$ cat src/hw/rtl/lirg_pkg.sv
// Shared types, constants and helpers for the linear interpolation resampler.
// Used by lirg_front, lirg_queue, lirg_back and linear_interp_resampler_gain.
// No dependencies.
package lirg_pkg;

   // Frame geometry
   localparam int MAX_CHANNELS = 8;
   localparam int CH_W = (MAX_CHANNELS > 1) ? $clog2(MAX_CHANNELS) : 1;
   localparam int NCH_W = $clog2(MAX_CHANNELS + 1);

   // Phase accumulator fixed point
   localparam int PHASE_FRAC_BITS = 16;

   // Field and register widths
   localparam int SAMPLE_W = 16;
   localparam int OUT_CH_W = 3;
   localparam int COUNT_W = 4;
   localparam int STEP_W = 24;
   localparam int GAIN_W = 16;
   localparam int CSR_DATA_W = 24;
   localparam int CSR_INDEX_W = 2;

   // Results one beat may cause
   localparam int RESULT_LIMIT = 64;
   localparam int RES_W = $clog2(RESULT_LIMIT + 1);

   // Command queue between front and back
   localparam int QUEUE_DEPTH = 2;
   localparam int QPTR_W = (QUEUE_DEPTH > 1) ? $clog2(QUEUE_DEPTH) : 1;
   localparam int QCNT_W = $clog2(QUEUE_DEPTH + 1);

   // One in phase units, and the smallest step honored (one eighth)
   localparam logic [STEP_W:0] PHASE_ONE = {{STEP_W{1'b0}}, 1'b1} << PHASE_FRAC_BITS;
   localparam logic [STEP_W:0] STEP_MIN = PHASE_ONE >> 3;

   // Output saturation magnitude
   localparam int SAT_MAX = 32767;

   typedef enum logic [CSR_INDEX_W-1:0] {
      CSR_CHANNEL_COUNT   = 2'd0,
      CSR_RESAMPLE_ENABLE = 2'd1,
      CSR_PHASE_STEP      = 2'd2,
      CSR_GAIN_LINEAR     = 2'd3
   } csr_index_type;

   // What the back end does with one accepted sample
   typedef enum logic [1:0] {
      CMD_BYPASS = 2'd0,   // pass the sample through
      CMD_STORE  = 2'd1,   // write it into the current frame
      CMD_FRAME  = 2'd2,   // write it, frame complete, no history yet
      CMD_RUN    = 2'd3    // write it, frame complete, interpolate
   } cmd_kind_type;

   typedef struct packed {
      cmd_kind_type          kind;
      logic [SAMPLE_W-1:0]   sample;
      logic [CH_W-1:0]       chan;
      logic                  end_mark;
   } cmd_type;

   typedef struct packed {
      logic [COUNT_W-1:0]    channel_count;
      logic                  resample_enable;
      logic [STEP_W-1:0]     phase_step;
      logic [GAIN_W-1:0]     gain_linear;
   } cfg_type;

   typedef enum logic {
      BK_IDLE = 1'b0,
      BK_EMIT = 1'b1
   } bk_state_type;

   // Channel count as used: zero counts as one, large values saturate.
   function automatic logic [NCH_W-1:0] clamp_channels(input logic [COUNT_W-1:0] cnt);
      logic [NCH_W-1:0] res;
      if (cnt == '0) begin
         res = NCH_W'(1);
      end else if (int'(cnt) > MAX_CHANNELS) begin
         res = NCH_W'(MAX_CHANNELS);
      end else begin
         res = NCH_W'(cnt);
      end
      return res;
   endfunction

endpackage

$ cat src/hw/rtl/lirg_front.sv
// Front end: accepts input beats, tracks the channel position and frame history
// flag, and turns each beat into a command for the back end. Uses lirg_pkg.
module lirg_front (
   input  logic                             clock,
   input  logic                             reset,
   input  lirg_pkg::cfg_type                cfg,
   input  logic                             req_valid,
   output logic                             req_stall,
   input  logic signed [lirg_pkg::SAMPLE_W-1:0] req_pcm_in,
   input  logic                             req_end_of_recording,
   input  logic                             q_full,
   output logic                             push,
   output lirg_pkg::cmd_type                push_cmd
);

   logic [lirg_pkg::CH_W-1:0]    chpos_ff, chpos_in;
   logic                         have_prev_ff, have_prev_in;
   logic [lirg_pkg::NCH_W-1:0]   nch;
   logic [lirg_pkg::CH_W-1:0]    pos;
   logic [lirg_pkg::NCH_W:0]     pos_plus;
   logic                         wrap;
   logic                         complete;
   logic                         accept;

   // Classify the beat against the current position.
   always_comb begin
      nch       = lirg_pkg::clamp_channels(cfg.channel_count);
      pos       = (int'(chpos_ff) >= lirg_pkg::MAX_CHANNELS) ? '0 : chpos_ff;
      pos_plus  = (lirg_pkg::NCH_W + 1)'(pos) + 1'b1;
      wrap      = (pos_plus >= {1'b0, nch});
      complete  = cfg.resample_enable && wrap;
      accept    = req_valid && !q_full;
      req_stall = q_full;
      push      = accept;

      push_cmd.sample   = req_pcm_in;
      push_cmd.chan     = pos;
      push_cmd.end_mark = req_end_of_recording;
      if (!cfg.resample_enable) begin
         push_cmd.kind = lirg_pkg::CMD_BYPASS;
      end else if (!complete) begin
         push_cmd.kind = lirg_pkg::CMD_STORE;
      end else if (have_prev_ff) begin
         push_cmd.kind = lirg_pkg::CMD_RUN;
      end else begin
         push_cmd.kind = lirg_pkg::CMD_FRAME;
      end
   end

   // Position and history flag advance on each accepted beat; the end mark clears them.
   always_comb begin
      chpos_in     = chpos_ff;
      have_prev_in = have_prev_ff;
      if (accept) begin
         if (req_end_of_recording) begin
            chpos_in     = '0;
            have_prev_in = 1'b0;
         end else begin
            chpos_in = wrap ? '0 : lirg_pkg::CH_W'(pos_plus);
            if (complete) begin
               have_prev_in = 1'b1;
            end
         end
      end
   end

   always_ff @(posedge clock) begin
      if (reset) begin
         chpos_ff     <= '0;
         have_prev_ff <= 1'b0;
      end else begin
         chpos_ff     <= chpos_in;
         have_prev_ff <= have_prev_in;
      end
   end

endmodule

$ cat config.mk
export PLATFORM = sky130hd
export DESIGN_NAME = lirg_front
export DESIGN_NICKNAME = d
export VERILOG_FILES = /design/src/hw/rtl/lirg_pkg.sv /design/src/hw/rtl/lirg_front.sv
export SDC_FILE = /design/constraint.sdc
export NUM_CORES = 1
export LEC_CHECK = 0
export BUFFER_PORTS_ARGS = -buffer_cell sky130_fd_sc_hd__buf_2
export CAP_MARGIN = 0
export CELL_PAD_IN_SITES_DETAIL_PLACEMENT = 0
export CELL_PAD_IN_SITES_GLOBAL_PLACEMENT = 2
export CORE_MARGIN = 2
export CORE_UTILIZATION = 10
export DETAILED_ROUTE_END_ITERATION = 8
export PLACE_DENSITY = 0.83
export SYNTH_ARGS = -nofsm -noshare
export SYNTH_HDL_FRONTEND = slang
export SYNTH_SLANG_ARGS = --single-unit
export TNS_END_PERCENT = 5
$ cat constraint.sdc
create_clock -name clock -period 2.4 [get_ports clock]
set_input_delay 0.48 -clock clock [delete_from_list [all_inputs] [get_ports clock]]
set_output_delay 0.48 -clock clock [all_outputs]
set_load 0.05 [all_outputs]
# == Yosys cells after proc, flatten, opt, wreduce, memory -nomap -nowiden ==
# Cells that the tools add are included.
# classes
reduce_logical,6
n_addsub,1
n_lt_le_gt_ge,2
mux,9
# op_table
operator,count
two-way mux 4 bit,2
two-way mux 3 bit,2
"adder 3 x 1 -> 4 bit, second input constant",1
greater-or-equal comparator 4 bit,1
"greater-than comparator 4 bit, second input constant",1
zero test 4 bit,1
two-way mux 2 bit,2
two-way mux 1 bit,3
logical AND 1 bit,2
AND reduction 2 bit,1
nonzero test 2 bit,1
zero test 1 bit,1
# totals
wordCells,20
output_inout_bits,24
regBits,4
input_bits,66

# == Depth between registers and ports, before layout ==
# depth
word_depth,7
mapped_depth,8
depth_no_buf,8

# == Worst setup path before layout ==
# Ideal clock, no wire load.
# synth_path
path_type,reg-to-output
from,reg chpos_ff[0] (netlist name)
to,out push_cmd[20] (netlist name)
arrival_ns,2.292
t_required_ns,1.920
stages_incl_launch_ff,8
setup_slack_ns,-0.372
path_buffers,0
path_cell_list,dfxtp_1 -> ha_1 -> xor2_1 -> ha_1 -> a21o_1 -> a21oi_4 -> and2_1 -> o21a_1
# synth_lines
element,line_no,text
"start, declared",lirg_front.sv:16,"logic [lirg_pkg::CH_W-1:0] chpos_ff, chpos_in;"
"start signal, assigned",lirg_front.sv:72,chpos_ff <= chpos_in;
"end, declared",lirg_front.sv:13,output lirg_pkg::cmd_type push_cmd

==> impl_metrics.toml <==
[run_status]
outcome = "completed"

[cts]
postCtsSetupRepairBufs = 0
cts_sinks = 4
cts_max_path_buffers = 2
htreeDepth = 1
cts_buffers = 3
cts_hold_buf = 0
ctsRootBufferMaster = "clkbuf_8"
path_clk_slew_ps = 30
worstSkewPairLatency_ps = 220
cts_tree = "built"

[hold_path]
hp-class = "flip-flop to flip-flop"

[sta]
worstMarginPinSlew_ps = 258
slew_violations = 0
relSlewSlack_pct = 82.7
final_hold_viol_count = 0
setup_ws_ps = 8.24
max_freq_mhz = 418
clock_skew_ps = 2.93
setup_violations = 0
finalCritPeriodShare_pct = 99.7
setup_tns_ps = 0
rsz0062_at_grt = "yes"
layout_min_cycle_time_ps = 2390

[synthesis]
synth_largest_area_cell = "buf_4"
ys.flop_type = "dfxtp_1"
synthMuxAreaShare_pct = 0
synth-simple-area-share_pct = 22.3
yosysUniqueCellTypes = 22
syn_area_um2 = 488
yosysMostFrequentCell = "buf_4"
synth-edff-count = 0
synthTopCellsByCount = "18 x buf_4, 6 x nand2_1, 5 x ha_1"
yosysTopAreaCellShare_pct = 27.7
synthArstFlopShare_pct = 0
synth_top_family_by_area = "buffers and inverters"
ys_ff_latch = 4
synthXorXnorAreaFrac_pct = 1.79
syn_inst = 58
synthAdderAreaFrac_pct = 12.8
netlist_top_cells_area = "buf_4 28%, dfxtp_1 16%, ha_1 13%"
syn_nets = 129
yosys_warnings = 0
synth-seq-area-share_pct = 16.4
syn_avg_cell_area_um2 = 8.41
synth_compound_area_share_pct = 17.4

[worst_setup_path]
critical_path_class = "flip-flop to output port"
required_ps = 1920
startpoint_type = "flip-flop"
critPathCaptureType = "output port"
cpPeakStageDelay_ps = 340
critPathBufInv = 1
critPathMaxFanout = 2
crit_slowest_cell = "dfxtp_4"
crit_chain = "ha_4 > xor2_1 > ha_1 > and3_4 > nand2_2 > and2_4 > o21a_4 > buf_8"
crit_arrival_ps = 1910
crit_family = "adder cells"

[floorplanning]
start_util_pct = 10.3
rows = 25
io_pins = 90
fp.dieH_um = 73.9
core_area_um2 = 4720
fp.dieArea_um2 = 5450
die_w_um = 73.9

[placement]
io_buffer_count = 17
placed_area_um2 = 594
place_ws_ps = -15.5
place.gp.congestion = 0.620
dp_cells = 132
dp_hpwl_um = 865

[finish]
layout-drive-gt1-share_pct = 58.0
antenna_cells = 0
final-instance-count-excl-fill = 136
nNetsFinal = 141
post-route-cell-area_um2 = 694
n_fill_cell = 547
area_delta_synth_final_pct = 42.3

[detailed_routing]
viasPerCell = 2.93
met2_length_um = 516
vias = 399
postRouteAntennaNets = 0
wl_met1_um = 436
drt_iter0_drc = 2
top_layer = "met4"
drc_errors = 0
drt_wl_total_um = 1080
routedWlPerCell_um = 7.91
first_pass_iters = 3
dr_wl_met3_um = 112

[run]
cap_violations = 0

[global_route]
grt_pass1_wl_um = 1770
antenna_found_initial = 0
grt_max_degree = 6
grt.total_usage_pct = 4.55
grt_pass1_vias = 385
gr-total-overflow = 0

[power_and_ir_drop]
p_per_area_nw_per_um2 = 439
ir_drop_mv = 0.204
power_leakage_nw = 0.314
==> logic make-up (layout without fill, tap and decap cells) <==
group                      after synthesis  count (layout)
buffers and inverters                   20              31
and+or+nand+nor                         18              18
AOI/OAI and AO/OA                       10              10
adders and majority gates                5               5
DFF                                      4               4
xor gates and xnor gates                 1               1
==> repair_timing <==
item                       4_1_cts  5_1_grt
hold endpoints to repair         0        0
pin swaps                        5        1
gates resized for setup         11        1
gates cloned                     0        0
setup endpoints to repair        2        2
==> path summary, 6_finish.rpt <==
| kind | to | slack, ps | startpoint | cells past startpoint |
|---|---|---|---|---|
| min reg2reg | have_prev_ff | 500 | have_prev_ff | 1 |
| max reg2reg | chpos_ff[1] | 580 | chpos_ff[0] | 8 |
| min | have_prev_ff | 500 | have_prev_ff | 1 |
| max | push_cmd[20] | 8 | chpos_ff[0] | 8 |
==> registers in the layout, summed over array words and instances (netlist names) <==
register / cells
chpos_ff: 3
have_prev_ff: 1
==> worst register-to-register path: cells and delay by family (launching register included) <==
| kind | cells | cell delay (ps) |
|---|---|---|
| adders and majority gates | 2 | 460 |
| AOI/OAI and AO/OA | 1 | 220 |
| buffers and inverters | 1 | 120 |
| xor gates and xnor gates | 1 | 140 |
| and+or+nand+nor | 3 | 420 |
| DFF | 1 | 340 |
==> metrics by stage <==
step | total power, mW | hold slack (ps) | utilization [%]
global placement | 0.143 | 476 | 12.6
floorplan | 0.189 | 466 | -
CTS | 0.310 | 497 | 14.6
detailed placement | 0.143 | 481 | 12.6
global route | 0.323 | 522 | 14.7
finish | 0.305 | 496 | 14.7
==> per-layer routing <==
| layer | global-route usage (%) | vias to the layer above |
|---|---|---|
| li1 | - | 201 |
| met1 | 4.31 | 181 |
| met2 | 7.14 | 15 |
| met3 | 3.02 | 2 |
| met4 | 3.03 | 0 |
| met5 | 0 | - |
==> report_power, final <==
group	internal, mW	total (mW)	switching (mW)
sequential	0.0676	0.0688	0.00122
clock	0.114	0.152	0.0387
combinational	0.0364	0.0836	0.0472
==> cell usage in the layout (no fill, tap or decap) <==
cell type,count
buf_2,15
buf_4,8
nand2_1,5
nor2_1,4
ha_1,3
clkbuf_8,3
inv_1,2
and3_4,2
a31oi_1,2
a32o_1,2
ha_4,2
dfxtp_1,2
nor2b_1,1
xor2_1,1
or2b_1,1
nand2_2,1
a21o_1,1
a21oi_4,1
and2_1,1
and2_4,1
o21a_4,1
nor4b_4,1
a21boi_2,1
nand3b_1,1
a21oi_1,1
o21ai_0,1
dfxtp_4,1
dfxtp_2,1
clkbuf_1,1
buf_8,1
buf_6,1
==> cell type report <==
class                           instances  area [um^2]  area share (%)
Multi-Input combinational cell         34          312            44.9
Inverter                                2         7.51            1.08
Tap cell                               67         83.8            12.1
Timing Repair Buffer                   25          161            23.2
Sequential cell                         4         85.1            12.3
Clock buffer                            4         45.0            6.49
Power figures use the tool's default switching activity.
