--- config.mk ---
export PLATFORM = sky130hd
export DESIGN_NAME = lirg_queue
export DESIGN_NICKNAME = d
export VERILOG_FILES = /design/src/hw/rtl/lirg_pkg.sv /design/src/hw/rtl/lirg_queue.sv
export SDC_FILE = /design/constraint.sdc
export NUM_CORES = 1
export LEC_CHECK = 0
export BUFFER_PORTS_ARGS = -buffer_cell sky130_fd_sc_hd__buf_2
export CAP_MARGIN = 30
export CORE_MARGIN = 2
export CORE_UTILIZATION = 46
export DETAILED_ROUTE_END_ITERATION = 12
export GPL_TIMING_DRIVEN = 0
export MAX_ROUTING_LAYER = met4
export PLACE_DENSITY = 0.76
export SYNTH_ARGS = -nofsm -noshare
export SYNTH_HDL_FRONTEND = slang
export SYNTH_SLANG_ARGS = --single-unit
--- constraint.sdc ---
create_clock -name clock -period 1.7 [get_ports clock]
set_input_delay 0.17 -clock clock [delete_from_list [all_inputs] [get_ports clock]]
set_output_delay 0.17 -clock clock [all_outputs]
set_load 0.01 [all_outputs]
--- src/hw/rtl/lirg_pkg.sv ---
// Shared types, constants and helpers for the linear interpolation resampler.
// Used by lirg_front, lirg_queue, lirg_back and linear_interp_resampler_gain.
// No dependencies.
package lirg_pkg;

   // Frame geometry
   localparam int MAX_CHANNELS = 8;
   localparam int CH_W = (MAX_CHANNELS > 1) ? $clog2(MAX_CHANNELS) : 1;
   localparam int NCH_W = $clog2(MAX_CHANNELS + 1);

   // Phase accumulator fixed point
   localparam int PHASE_FRAC_BITS = 16;

   // Field and register widths
   localparam int SAMPLE_W = 16;
   localparam int OUT_CH_W = 3;
   localparam int COUNT_W = 4;
   localparam int STEP_W = 24;
   localparam int GAIN_W = 16;
   localparam int CSR_DATA_W = 24;
   localparam int CSR_INDEX_W = 2;

   // Results one beat may cause
   localparam int RESULT_LIMIT = 64;
   localparam int RES_W = $clog2(RESULT_LIMIT + 1);

   // Command queue between front and back
   localparam int QUEUE_DEPTH = 2;
   localparam int QPTR_W = (QUEUE_DEPTH > 1) ? $clog2(QUEUE_DEPTH) : 1;
   localparam int QCNT_W = $clog2(QUEUE_DEPTH + 1);

   // One in phase units, and the smallest step honored (one eighth)
   localparam logic [STEP_W:0] PHASE_ONE = {{STEP_W{1'b0}}, 1'b1} << PHASE_FRAC_BITS;
   localparam logic [STEP_W:0] STEP_MIN = PHASE_ONE >> 3;

   // Output saturation magnitude
   localparam int SAT_MAX = 32767;

   typedef enum logic [CSR_INDEX_W-1:0] {
      CSR_CHANNEL_COUNT   = 2'd0,
      CSR_RESAMPLE_ENABLE = 2'd1,
      CSR_PHASE_STEP      = 2'd2,
      CSR_GAIN_LINEAR     = 2'd3
   } csr_index_type;

   // What the back end does with one accepted sample
   typedef enum logic [1:0] {
      CMD_BYPASS = 2'd0,   // pass the sample through
      CMD_STORE  = 2'd1,   // write it into the current frame
      CMD_FRAME  = 2'd2,   // write it, frame complete, no history yet
      CMD_RUN    = 2'd3    // write it, frame complete, interpolate
   } cmd_kind_type;

   typedef struct packed {
      cmd_kind_type          kind;
      logic [SAMPLE_W-1:0]   sample;
      logic [CH_W-1:0]       chan;
      logic                  end_mark;
   } cmd_type;

   typedef struct packed {
      logic [COUNT_W-1:0]    channel_count;
      logic                  resample_enable;
      logic [STEP_W-1:0]     phase_step;
      logic [GAIN_W-1:0]     gain_linear;
   } cfg_type;

   typedef enum logic {
      BK_IDLE = 1'b0,
      BK_EMIT = 1'b1
   } bk_state_type;

   // Channel count as used: zero counts as one, large values saturate.
   function automatic logic [NCH_W-1:0] clamp_channels(input logic [COUNT_W-1:0] cnt);
      logic [NCH_W-1:0] res;
      if (cnt == '0) begin
         res = NCH_W'(1);
      end else if (int'(cnt) > MAX_CHANNELS) begin
         res = NCH_W'(MAX_CHANNELS);
      end else begin
         res = NCH_W'(cnt);
      end
      return res;
   endfunction

endpackage

--- src/hw/rtl/lirg_queue.sv ---
// Short command queue that decouples the front end from the back end.
// Uses lirg_pkg for the command type and depth.
module lirg_queue (
   input  logic                  clock,
   input  logic                  reset,
   input  logic                  push,
   input  lirg_pkg::cmd_type     push_cmd,
   output logic                  full,
   input  logic                  pop,
   output logic                  head_valid,
   output lirg_pkg::cmd_type     head_cmd
);

   lirg_pkg::cmd_type               mem_ff [lirg_pkg::QUEUE_DEPTH];
   logic [lirg_pkg::QPTR_W-1:0]     wr_ptr_ff, wr_ptr_in;
   logic [lirg_pkg::QPTR_W-1:0]     rd_ptr_ff, rd_ptr_in;
   logic [lirg_pkg::QCNT_W-1:0]     count_ff, count_in;
   logic                            do_push, do_pop;

   // Pointer and fill bookkeeping.
   always_comb begin
      full       = (count_ff == lirg_pkg::QCNT_W'(lirg_pkg::QUEUE_DEPTH));
      head_valid = (count_ff != '0);
      head_cmd   = mem_ff[rd_ptr_ff];
      do_push    = push && !full;
      do_pop     = pop && head_valid;

      wr_ptr_in = wr_ptr_ff;
      rd_ptr_in = rd_ptr_ff;
      count_in  = count_ff;
      if (do_push) begin
         wr_ptr_in = (int'(wr_ptr_ff) == lirg_pkg::QUEUE_DEPTH - 1) ? '0 : wr_ptr_ff + 1'b1;
      end
      if (do_pop) begin
         rd_ptr_in = (int'(rd_ptr_ff) == lirg_pkg::QUEUE_DEPTH - 1) ? '0 : rd_ptr_ff + 1'b1;
      end
      if (do_push && !do_pop) begin
         count_in = count_ff + 1'b1;
      end else if (do_pop && !do_push) begin
         count_in = count_ff - 1'b1;
      end
   end

   always_ff @(posedge clock) begin
      if (reset) begin
         wr_ptr_ff <= '0;
         rd_ptr_ff <= '0;
         count_ff  <= '0;
      end else begin
         wr_ptr_ff <= wr_ptr_in;
         rd_ptr_ff <= rd_ptr_in;
         count_ff  <= count_in;
      end
   end

   // Entry storage.
   always_ff @(posedge clock) begin
      if (do_push) begin
         mem_ff[wr_ptr_ff] <= push_cmd;
      end
   end

   // The front end never offers a command while the queue is full.
   a_no_push_when_full: assert property (@(posedge clock) disable iff (reset)
      !(push && full))
      else $error("command pushed into a full queue");

   // The fill count stays within the depth.
   a_count_bounded: assert property (@(posedge clock) disable iff (reset)
      int'(count_ff) <= lirg_pkg::QUEUE_DEPTH)
      else $error("queue fill count out of range");

endmodule

# Word-level counts from Yosys, hierarchy flattened
# Memories as Yosys holds them, arrays and structs flattened. A register that Yosys moved wholly into a read port is not among the register bits.
# Cells that the tools add are included.
[word_totals]
register_bits = 4
mem_bits_rw = 44
input_bits = 26
output_inout_bits = 24
wordCells = 26
memories = 1
[memory_table]
columns = ["name", "depth", "word_bits", "read_ports", "rd_ports_with_merged_regs", "write_ports", "line_no", "source"]
rows = [
  ["mem_ff", 2, 22, 1, 1, 1, "lirg_queue.sv:14", "lirg_pkg::cmd_type mem_ff [lirg_pkg::QUEUE_DEPTH];"],
]
[classes]
n_addsub = 4
eq_ne = 1
mux = 8
reduce_logical = 9
[ops]
columns = ["op", "n"]
rows = [
  ["$mux W1", 6],
  ["$logic_and A1 B1 Y1", 4],
  ["$mux W2", 2],
  ["$reduce_bool A2 Y1", 2],
  ["$logic_not A1 Y1", 3],
  ["$add A1 B1 Y1 const B", 2],
  ["$add A2 B1 Y2 const B", 1],
  ["$eq A2 B2 Y1 const B", 1],
  ["$sub A2 B1 Y2 const B", 1],
]

# Longest topological paths before layout
# Gate-level depths: netlist of run 1.
[depth]
depth_word = 7
depth_mapped = 6
ltp_nobuf = 6

# Worst setup path after synthesis of run 1
# Ideal clock, no wire load.
[synth_path]
path_type = "reg2reg"
startpoint = "reg count_ff[1] (netlist name)"
endpoint = "mem mem_ff[0][0] (netlist name), enable pin"
setup_ps = 377
arrival_time_ps = 1265
required_time_ps = 1323
slack_ps = 58
path_stages_with_launch = 4
n_path_buf = 0
period_less_slack_ps = 1642
path_cell_list = "dfxtp_1 nor2b_2 or3_1 inv_1"
[synth_via]
elab_chain_len = 5
[synth_rtl]
columns = ["element", "line_no", "source"]
rows = [
  ["start, declared", "lirg_queue.sv:17", "logic [lirg_pkg::QCNT_W-1:0] count_ff, count_in;"],
  ["start signal, assigned", "lirg_queue.sv:52", "count_ff <= count_in;"],
  ["$eq A2 B2 Y1", "lirg_queue.sv:22", "full = (count_ff == lirg_pkg::QCNT_W'(lirg_pkg::QUEUE_DEPTH));"],
  ["via full", "lirg_queue.sv:8", "output logic full,"],
  ["$logic_not A1 Y1", "lirg_queue.sv:25", "do_push = push && !full;"],
  ["$logic_and A1 B1 Y1", "lirg_queue.sv:25", ""],
  ["$mux W1", "lirg_queue.sv:58", "if (do_push) begin"],
  ["$mux W1 (not written as such)", "lirg_queue.sv:59", "mem_ff[wr_ptr_ff] <= push_cmd;"],
  ["end, declared", "lirg_queue.sv:14", ""],
]
# The timed path passes the listed nets, and every way through them passes these cells.

# Final worst setup path of run 1
[layout_path]
startpoint = "reg count_ff[1] (netlist name)"
endpoint = "reg count_ff[1] (netlist name)"
[layout_via]
elab_chain_len = 6
word_cells_on_any_way = 14
cone_classes = "2 x add/sub; 1 x eq/ne; 2 x mux; 9 x reduce/logical"
[layout_rtl]
columns = ["element", "line_no", "source"]
rows = [
  ["$eq A2 B2 Y1", "lirg_queue.sv:22", ""],
  ["$logic_not A1 Y1", "lirg_queue.sv:25", ""],
  ["$logic_and A1 B1 Y1", "lirg_queue.sv:25", ""],
  ["$logic_not A1 Y1", "lirg_queue.sv:39", "end else if (do_pop && !do_push) begin"],
  ["$logic_and A1 B1 Y1", "lirg_queue.sv:39", ""],
  ["$reduce_bool A2 Y1 (no source line)", "n/a", ""],
]
# Several ways; a longest one is shown, not always the timed one. The select of a mux whose other input is x is not followed.
# A chain may end at the register's enable or synchronous reset.

==> impl_metrics.toml, run 1 <==
[run_status]
outcome = "finished, final reports clean"

[place]
dp.cells = 190
portBuffers = 49
gp_congestion = 0.720
dpl_cell_area_sq_um = 2100
dpl.hpwl_microns = 2070

[floorplan]
dieArea_sq_um = 4430
dieHeight_microns = 66.5
row_count = 22
fp.coreArea_sq_um = 3720
io_pins = 50
start_util_pct = 48.4
die_w_microns = 66.5

[sta]
finalHoldViolCount = 0
fin_crit_sh_pct = 96.7
setup_tns_ps = 0
slew_headroom_pct = 65.3
maxSlewViolCount = 0
max_freq_mhz = 608
rsz0062_at_grt = "false"
setup_viol = 0
period_needed_ps = 1640
clock_skew_ps = 5.40
tightest_slew_ps = 520

[final_layout]
multi_input_area_sq_um = 362
nets = 177
design_area_sq_um = 2260
drive_gt1_share_pct = 57.0
area_growth_pct = 25.4
regArea_sq_um = 1420
fill_cells = 289
fin_cells = 199
diodes = 0

[route]
vias = 960
dr.first_iter.drc_count = 31
vias_per_cell = 4.82
ant_nets = 0
drc = 0
routed_wirelength_microns = 2950
wl_per_cell_microns = 14.8
drt_pass1_iterations = 4

[critical_path]
worstSetupPathType = "reg -> reg"
endpoint = "count_ff[1]"
crit_path_start_kind = "flip-flop"
cp.arrival_ps = 1860
reg2reg_depth = 5
crit_fanout = 5
r2r-start = "count_ff[1]"
required_ps = 1910
cp-end-kind = "flip-flop"
r2r_slack_ps = 60
crit_start = "count_ff[1]"
reg2reg_to = "count_ff[1]"

[synthesis]
yosys-top-cells-area = "edfxtp_1 73%, mux2_2 14%, dfxtp_1 5.6%"
syn_inst = 93
synth_top_area_share_pct = 73.4
syn-num-nets = 120
synthArstFlopShare_pct = 0
yosysTopAreaCell = "edfxtp_1"
synth_ff_type = "edfxtp_1"
ys_types = 14
ys_ff_latch = 49
synth_common_cells = "44 x edfxtp_1, 22 x mux2_2, 5 x dfxtp_1"
yosysSeqAreaShare_pct = 79.0
avgSynthCellArea_sq_um = 19.3
synth.most_common_cell = "edfxtp_1"
synth_area_sq_um = 1800
yosysWarnings = 0
synth_edf_count = 44

[power_and_ir_drop]
p_per_area_nw_per_um2 = 1510
max-vdd-ir-drop_v = 0.000889
leakage_uw = 0.000861

[clocking]
cts_tree = "done"
htreeDepth = 2
insertion_delay_ps = 290
cts_max_path_buffers = 2
cts_setup_buffers = 0
clockRootBuffer = "clkbuf_8"
clkTransAtPathRegs_ps = 80
cts_made_buffers = 5
ctsHoldBuffers = 0
cts.sinks = 49

[worst_hold_path]
hold_start = "push_cmd[4]"
hp-class = "in -> reg"

[grt]
gr-total-overflow = 0
antenna_found_initial = 0
grt_start_max_net_pins = 23
grt_pass1_wl_microns = 4330
grt_pass1_vias = 1009
grt_use_total_pct = 14.5

[job]
cap_violations = 0
## per-layer routing
metal  vias up  global-route usage, %  wire, microns
met4         0                   6.89             53
met2        30                   26.0           1630
met3         7                   4.39            164
met1       458                   14.1           1100
li1        465                      -              -
met5         -                      -              0
## final cells by class
| class | count | area share (%) |
|---|---|---|
| plain buffers | 2 | 0.666 |
| inverters | 2 | 0.499 |
| repair inverters | 1 | 0.333 |
| flip-flops and latches | 49 | 63.0 |
| clock inverters | 3 | 2.88 |
| well taps | 48 | 2.66 |
| clock buffers | 5 | 3.05 |
| multi-input cells | 40 | 16.0 |
| repair buffers | 49 | 10.9 |
## layout by cell type (no fill, tap or decap)
master / synthesis / routed
a21oi_1: 2 / 2
and2_2: 0 / 1
buf_2: 2 / 49
bufinv_16: 0 / 2
clkbuf_4: 0 / 2
clkbuf_8: 0 / 5
clkinv_2: 0 / 1
clkinvlp_4: 0 / 2
dfxtp_1: 5 / 5
edfxtp_1: 44 / 44
ha_1: 1 / 1
inv_1: 2 / 1
mux2_2: 22 / 22
nor2_1: 4 / 4
nor2b_2: 1 / 1
o21ai_0: 3 / 3
or2_2: 1 / 1
or3_1: 2 / 2
xor2_1: 3 / 3
## cell families after synthesis
kind of cell	count (synthesis)	synth area share [%]
simple gates	9	2.71
buf+inv	4	0.974
xor+xnor	3	1.46
fa+ha+maj	1	0.695
mux	22	13.8
flops	49	79.0
compound gates	5	1.39
## sequential cells by signal, summed over array words and instances, names as in the netlist, named ones only
signal,cells
count_ff,2
rd_ptr_ff,1
mem_ff,44
wr_ptr_ff,1
## per-stage QoR
stage          hold slack, ps  power [uW]  setup slack, ps  utilization [%]
6_report                 61.0        3410             55.7             60.7
5_1_grt                  44.9        3600             3.06             60.7
4_1_cts                  54.2        3430             9.14             60.4
3_5_place_dp              362        2500             -237             56.6
3_3_place_gp              359        2450             -147             56.6
2_1_floorplan             239        2170             58.0                -
## power by group
part           internal, uW  switching [uW]
Combinational           425             468
Sequential             1520            71.1
Clock                   584             346
## worst min path at each step
stage / end / slack [ps] / cells after the start
after floorplan: count_ff[1] / 240 / 1
after global placement: mem_ff[1][21] / 360 / 1
after detailed placement: mem_ff[0][18] / 360 / 1
after CTS: mem_ff[1][4] / 50 / 1
after global routing: mem_ff[0][9] / 40 / 1
final: mem_ff[1][4] / 60 / 1
## critical path, stage by stage (launching register included)
cell and delay [ps]:
dfxtp_1 390, nor2b_2 230, nor2_1 80, ha_1 320, or3_1 370, a21oi_1 190
## repair_timing
item / CTS / global route
resized for setup: 2 / 3
setup endpoints to repair: 44 / 30
hold endpoints to repair: 0 / 0
cloned: 0 / 1
Note: power is estimated with default switching activity, not from simulation.
==> inputs of run 2 (changes only) <==
BUFFER_PORTS_ARGS = unset   (was -buffer_cell sky130_fd_sc_hd__buf_2)
CORE_UTILIZATION = 54   (was 46)
DONT_BUFFER_PORTS = 1   (was unset)
PLACE_DENSITY = 0.74   (was 0.76)
==> impl_metrics.toml, run 2 (synthesis gave the netlist of run 1 again) <==
[clocking]
insertion_delay_ps = 350
clockRootBuffer = "clkbuf_4"
cts_tree = "done"
clkTransAtPathRegs_ps = 110
cts_max_path_buffers = 2
cts.sinks = 49
cts_made_buffers = 5
htreeDepth = 2

[job]
cap_violations = 0

[route]
drc = 0
wl_per_cell_microns = 16.7
dr.first_iter.drc_count = 33
drt_pass1_iterations = 2
routed_wirelength_microns = 2870
vias_per_cell = 5.20
vias = 895
ant_nets = 0

[final_layout]
design_area_sq_um = 2190
diodes = 0
final_common_cell = "edfxtp_1"
layout_common_cells = "44 x edfxtp_1, 23 x dlygate4sd3_1, 22 x mux2_2, 7 x clkbuf_4, 5 x dfxtp_1"
nets = 154
regMostFlops = "mem_ff"
fin_cells = 172
largest_reg_flops = 44
area_growth_pct = 21.6
postLayoutCoreUtil_pct = 70.5
top_regs = "mem_ff: 44 flops, count_ff: 2 flops"
drive_gt1_share_pct = 29.7

[power_and_ir_drop]
max-vdd-ir-drop_v = 0.000771
switching_share_pct = 28.8
seqPwrFrac_pct = 55.6
total_power_uw = 2860
comb_power_share_pct = 27.3
p_int_uw = 2030
power.share.clock_pct = 17.0
p_switching_uw = 823
leakage_uw = 0.000742
p_per_area_nw_per_um2 = 1310

[critical_path]
cp.arrival_ps = 1860
r2r-start = "count_ff[0]"
reg2reg_depth = 4
r2r_slack_ps = 120
reg2reg_to = "count_ff[1]"
worstSetupPathType = "reg -> reg"
cp_slowest_cell = "dfxtp_1"
slowest_delay_ps = 390
cp-end-kind = "flip-flop"
required_ps = 1980
crit_chain = "o21ai_0, ha_1, or3_1, a21oi_1"
crit_path_start_kind = "flip-flop"
crit_fanout = 5

[sta]
finalHoldViolCount = 0
clock_skew_ps = 12.9
max_freq_mhz = 633
fin_crit_sh_pct = 92.9
slew_headroom_pct = 77.3
hold_slack_ps = 127
period_needed_ps = 1580
tightest_slew_ps = 337
rsz0062_at_grt = "false"
maxSlewViolCount = 0
setup_viol = 0

[grt]
gr-total-overflow = 0
grt_use_total_pct = 17.6
grt_pass1_wl_microns = 4320
grt_pass1_vias = 941
antenna_found_initial = 0
grt_start_max_net_pins = 15

[worst_hold_path]
hold_path_end = "wr_ptr_ff"
hp-class = "in -> reg"
hold_depth = 3
hold_start = "push"

[floorplan]
dieArea_sq_um = 3810
die_w_microns = 61.7
io_pins = 50
dieHeight_microns = 61.7
start_util_pct = 58.0
row_count = 20
fp.coreArea_sq_um = 3100

[place]
gp_congestion = 0.624
dp.cells = 138
dpl.hpwl_microns = 1790
portBuffers = 0
dpl_cell_area_sq_um = 1870

[run_status]
outcome = "finished, final reports clean"
[run 2: cell count changes in the layout (fill, tap and decap cells not counted), sizes merged]
cell / before / now
dlygate4sd3: 0 / 23
clkbuf: 7 / 9
bufinv: 2 / 0
buf: 49 / 3
[run 2: through the flow]
step           setup TNS, ps  setup WS [ps]
6_report                   0            121
5_1_grt                    0           7.26
4_1_cts                    0           38.6
3_5_place_dp           -4810           -220
3_3_place_gp           -8000           -188
2_1_floorplan              0           58.0
[run 2: routing by layer]
metal	vias up	global-route usage (%)	wire, microns
li1	424	-	-
met1	436	17.8	1050
met2	29	30.5	1610
met3	6	6.63	159
met4	0	7.29	44
met5	-	-	0
[run 2: worst max path at each step]
stage                            from            end  slack (ps)  depth (start not counted)
final                     count_ff[0]    count_ff[1]         120                          4
after detailed placement  count_ff[0]   mem_ff[0][9]        -220                          3
after global routing      count_ff[0]    count_ff[1]           7                          4
after CTS                 count_ff[0]  mem_ff[1][16]          40                          4
after floorplan           count_ff[1]   mem_ff[0][0]          60                          3
after global placement    count_ff[1]  mem_ff[0][15]        -190                          3
[run 2: repair_timing]
item | 4_1_cts | 5_1_grt
hold buffers | 23 | 0
hold endpoints to repair | 49 | 0
cloned | 1 | 0
setup buffers | 0 | 2
endpoints found under the setup margin | 22 | 53
gates resized for setup | 2 | 4
[run 2: power groups by stage]
| stage | combinational [uW] | clock [uW] | sequential, uW |
|---|---|---|---|
| finish | 781 | 487 | 1590 |
| global route | 849 | 556 | 1610 |
| CTS | 763 | 511 | 1590 |
| detailed placement | 692 | 0 | 1620 |
| global placement | 667 | 0 | 1610 |
| floorplan | 575 | 0 | 1600 |
[run 2: final cells by class]
class / count / area, sq um
inverters: 2 / 11.3
repair buffers: 26 / 260
clock inverters: 1 / 5.00
plain buffers: 2 / 15.0
well taps: 44 / 55.1
repair inverters: 1 / 7.51
flip-flops and latches: 49 / 1420
clock buffers: 7 / 45.0
fillers: 229 / 916
multi-input cells: 40 / 367
[run 2: worst max-delay path, delay by kind of cell, from the launching register on]
| family | cells | cell delay [ps] |
|---|---|---|
| compound gates | 2 | 450 |
| flops | 1 | 390 |
| simple gates | 1 | 350 |
| fa+ha+maj | 1 | 320 |
==> inputs of run 3 (changes only) <==
ABC_AREA = 1   (was unset)
CORE_UTILIZATION = 55   (was 54)
PLACE_DENSITY = 0.75   (was 0.74)
==> impl_metrics.toml, run 3 <==
[route]
vias = 949
dr.first_iter.drc_count = 24
vias_per_cell = 5.19
drt_pass1_iterations = 4
wl_per_cell_microns = 16.0
routed_wirelength_microns = 2920
ant_nets = 0
drc = 0

[grt]
antenna_found_initial = 0
grt_pass1_wl_microns = 4740
grt_use_total_pct = 16.3
grt_pass1_vias = 1026
grt_start_max_net_pins = 15
gr-total-overflow = 0

[place]
dpl.hpwl_microns = 1980
portBuffers = 0
gp_congestion = 0.673

[synthesis]
synth_edf_count = 44
synth_ff_type = "edfxtp_1"
synth_common_cells = "44 x edfxtp_1, 20 x mux2_4, 8 x nor2_1"
yosys-top-cells-area = "edfxtp_1 69%, mux2_4 16%, dfxtp_1 5.2%"
syn_inst = 105
synth_area_sq_um = 1910
avgSynthCellArea_sq_um = 18.2
synth.most_common_cell = "edfxtp_1"
synthArstFlopShare_pct = 0
yosysWarnings = 0
ys_ff_latch = 49
syn-num-nets = 132
ys_types = 15
synth_top_area_share_pct = 69.2
yosysTopAreaCell = "edfxtp_1"
yosysSeqAreaShare_pct = 74.4

[critical_path]
worstSetupPathType = "reg -> reg"
cp-end-kind = "flip-flop"
required_ps = 1770
crit_path_start_kind = "flip-flop"
cp.arrival_ps = 1660
crit_fanout = 12

[clocking]
cts_made_buffers = 5
cts_tree = "done"
cts_max_path_buffers = 2
clockRootBuffer = "clkbuf_4"
insertion_delay_ps = 340
cts.repair.resized = 0
cts.sinks = 49
clkTransAtPathRegs_ps = 120
htreeDepth = 2

[sta]
setup_viol = 0
slew_headroom_pct = 57.6
rsz0062_at_grt = "true"
finalHoldViolCount = 0
max_freq_mhz = 626
maxSlewViolCount = 0
setup_tns_ps = 0
fin_crit_sh_pct = 93.9
tightest_slew_ps = 636
period_needed_ps = 1600
clock_skew_ps = 2.68

[floorplan]
dieArea_sq_um = 3960
fp.coreArea_sq_um = 3340
start_util_pct = 57.3
dieHeight_microns = 62.9
row_count = 21
io_pins = 50
die_w_microns = 62.9

[power_and_ir_drop]
leakage_uw = 0.000852
max-vdd-ir-drop_v = 0.000733
p_per_area_nw_per_um2 = 1340

[final_layout]
final_common_cell = "edfxtp_1"
drive_gt1_share_pct = 26.3
multi_input_area_sq_um = 442
fill_cells = 244
regMostFlops = "mem_ff"
area_growth_pct = 20.3
top_regs = "mem_ff: 44 flops, count_ff: 2 flops"
diodes = 0
nets = 163
postLayoutCoreUtil_pct = 68.9
layout_common_cells = "44 x edfxtp_1, 22 x dlygate4sd3_1, 20 x mux2_4, 7 x inv_1, 7 x nand2_1"
regArea_sq_um = 1420
largest_reg_flops = 44

[worst_hold_path]
hp-class = "in -> reg"

[job]
cap_violations = 0

[run_status]
outcome = "finished, final reports clean"
[run 3: cell types whose count changed after synthesis, sizes merged, moves of 2 or more]
cell   before  now
nand2       0    7
xor2        3    0
inv         2    8
or3         2    0
nand3       0    2
nor2        4    8
[run 3: through the flow]
| step | worst slack [ps] | cells | total power [uW] | hold slack (ps) | instance area (sq um) |
|---|---|---|---|---|---|
| floorplan | -119 | 105 | 2270 | 269 | 1910 |
| global placement | -605 | 151 | 2360 | 269 | 1970 |
| detailed placement | 88.8 | 153 | 2450 | 269 | 2000 |
| CTS | 74.9 | 183 | 3110 | 7.15 | 2300 |
| global route | -6.17 | 183 | 3220 | 20.2 | 2300 |
| finish | 103 | 183 | 3070 | 14.6 | 2300 |
[run 3: report_power, final]
part / internal (uW) / leakage, uW / switching [uW]
Clock: 306 / 0.0000399 / 316
Combinational: 388 / 0.000360 / 464
Sequential: 1520 / 0.000452 / 74.0
[run 3: cell families (layout without fill, tap and decap cells)]
logic type	Yosys count	count (layout)	synth area share (%)
fa+ha+maj	1	1	0.655
simple gates	18	18	3.80
compound gates	5	5	1.51
flops	49	49	74.4
mux	22	22	16.9
buf+inv	10	42	2.75
[run 3: path summary, 6_finish.rpt]
kind                     from            end  slack, ps  cells after the start
setup reg to reg  count_ff[1]  mem_ff[1][17]        100                      4
hold reg to reg     rd_ptr_ff      flip-flop        540                      2
setup / recovery  count_ff[1]  mem_ff[1][17]        100                      4
hold / removal            pop      flip-flop         10                      2
[run 3: final cells by class]
type / instances / area share, %
buffer: 2 / 0.980
clock buffer: 6 / 1.80
clock inverter: 2 / 1.47
inverter: 8 / 1.31
multi-input combinational: 46 / 19.2
sequential: 49 / 61.8
tap: 46 / 2.50
timing repair buffer: 24 / 10.9
[run 3: per-layer routing]
layer | routed length [microns] | share of wire, % | track usage [%]
met3 | 102 | 3.5 | 3.78
met4 | 34 | 1.2 | 7.50
met2 | 1680 | 57 | 28.2
met1 | 1100 | 38 | 17.9
met5 | 0 | 0 | -
[run 3: worst max-delay path, cell delays in order (launching register included)]
cell	delay, ps
dfxtp_1	350
inv_1	130
o21ai_2	100
nor2_2	500
buf_8	230
[run 3: repair_timing]
action,4_1_cts,5_1_grt
endpoints found under the setup margin,0,12
buffers inserted,0,0
hold buffers,22,0
hold endpoints to repair,44,0
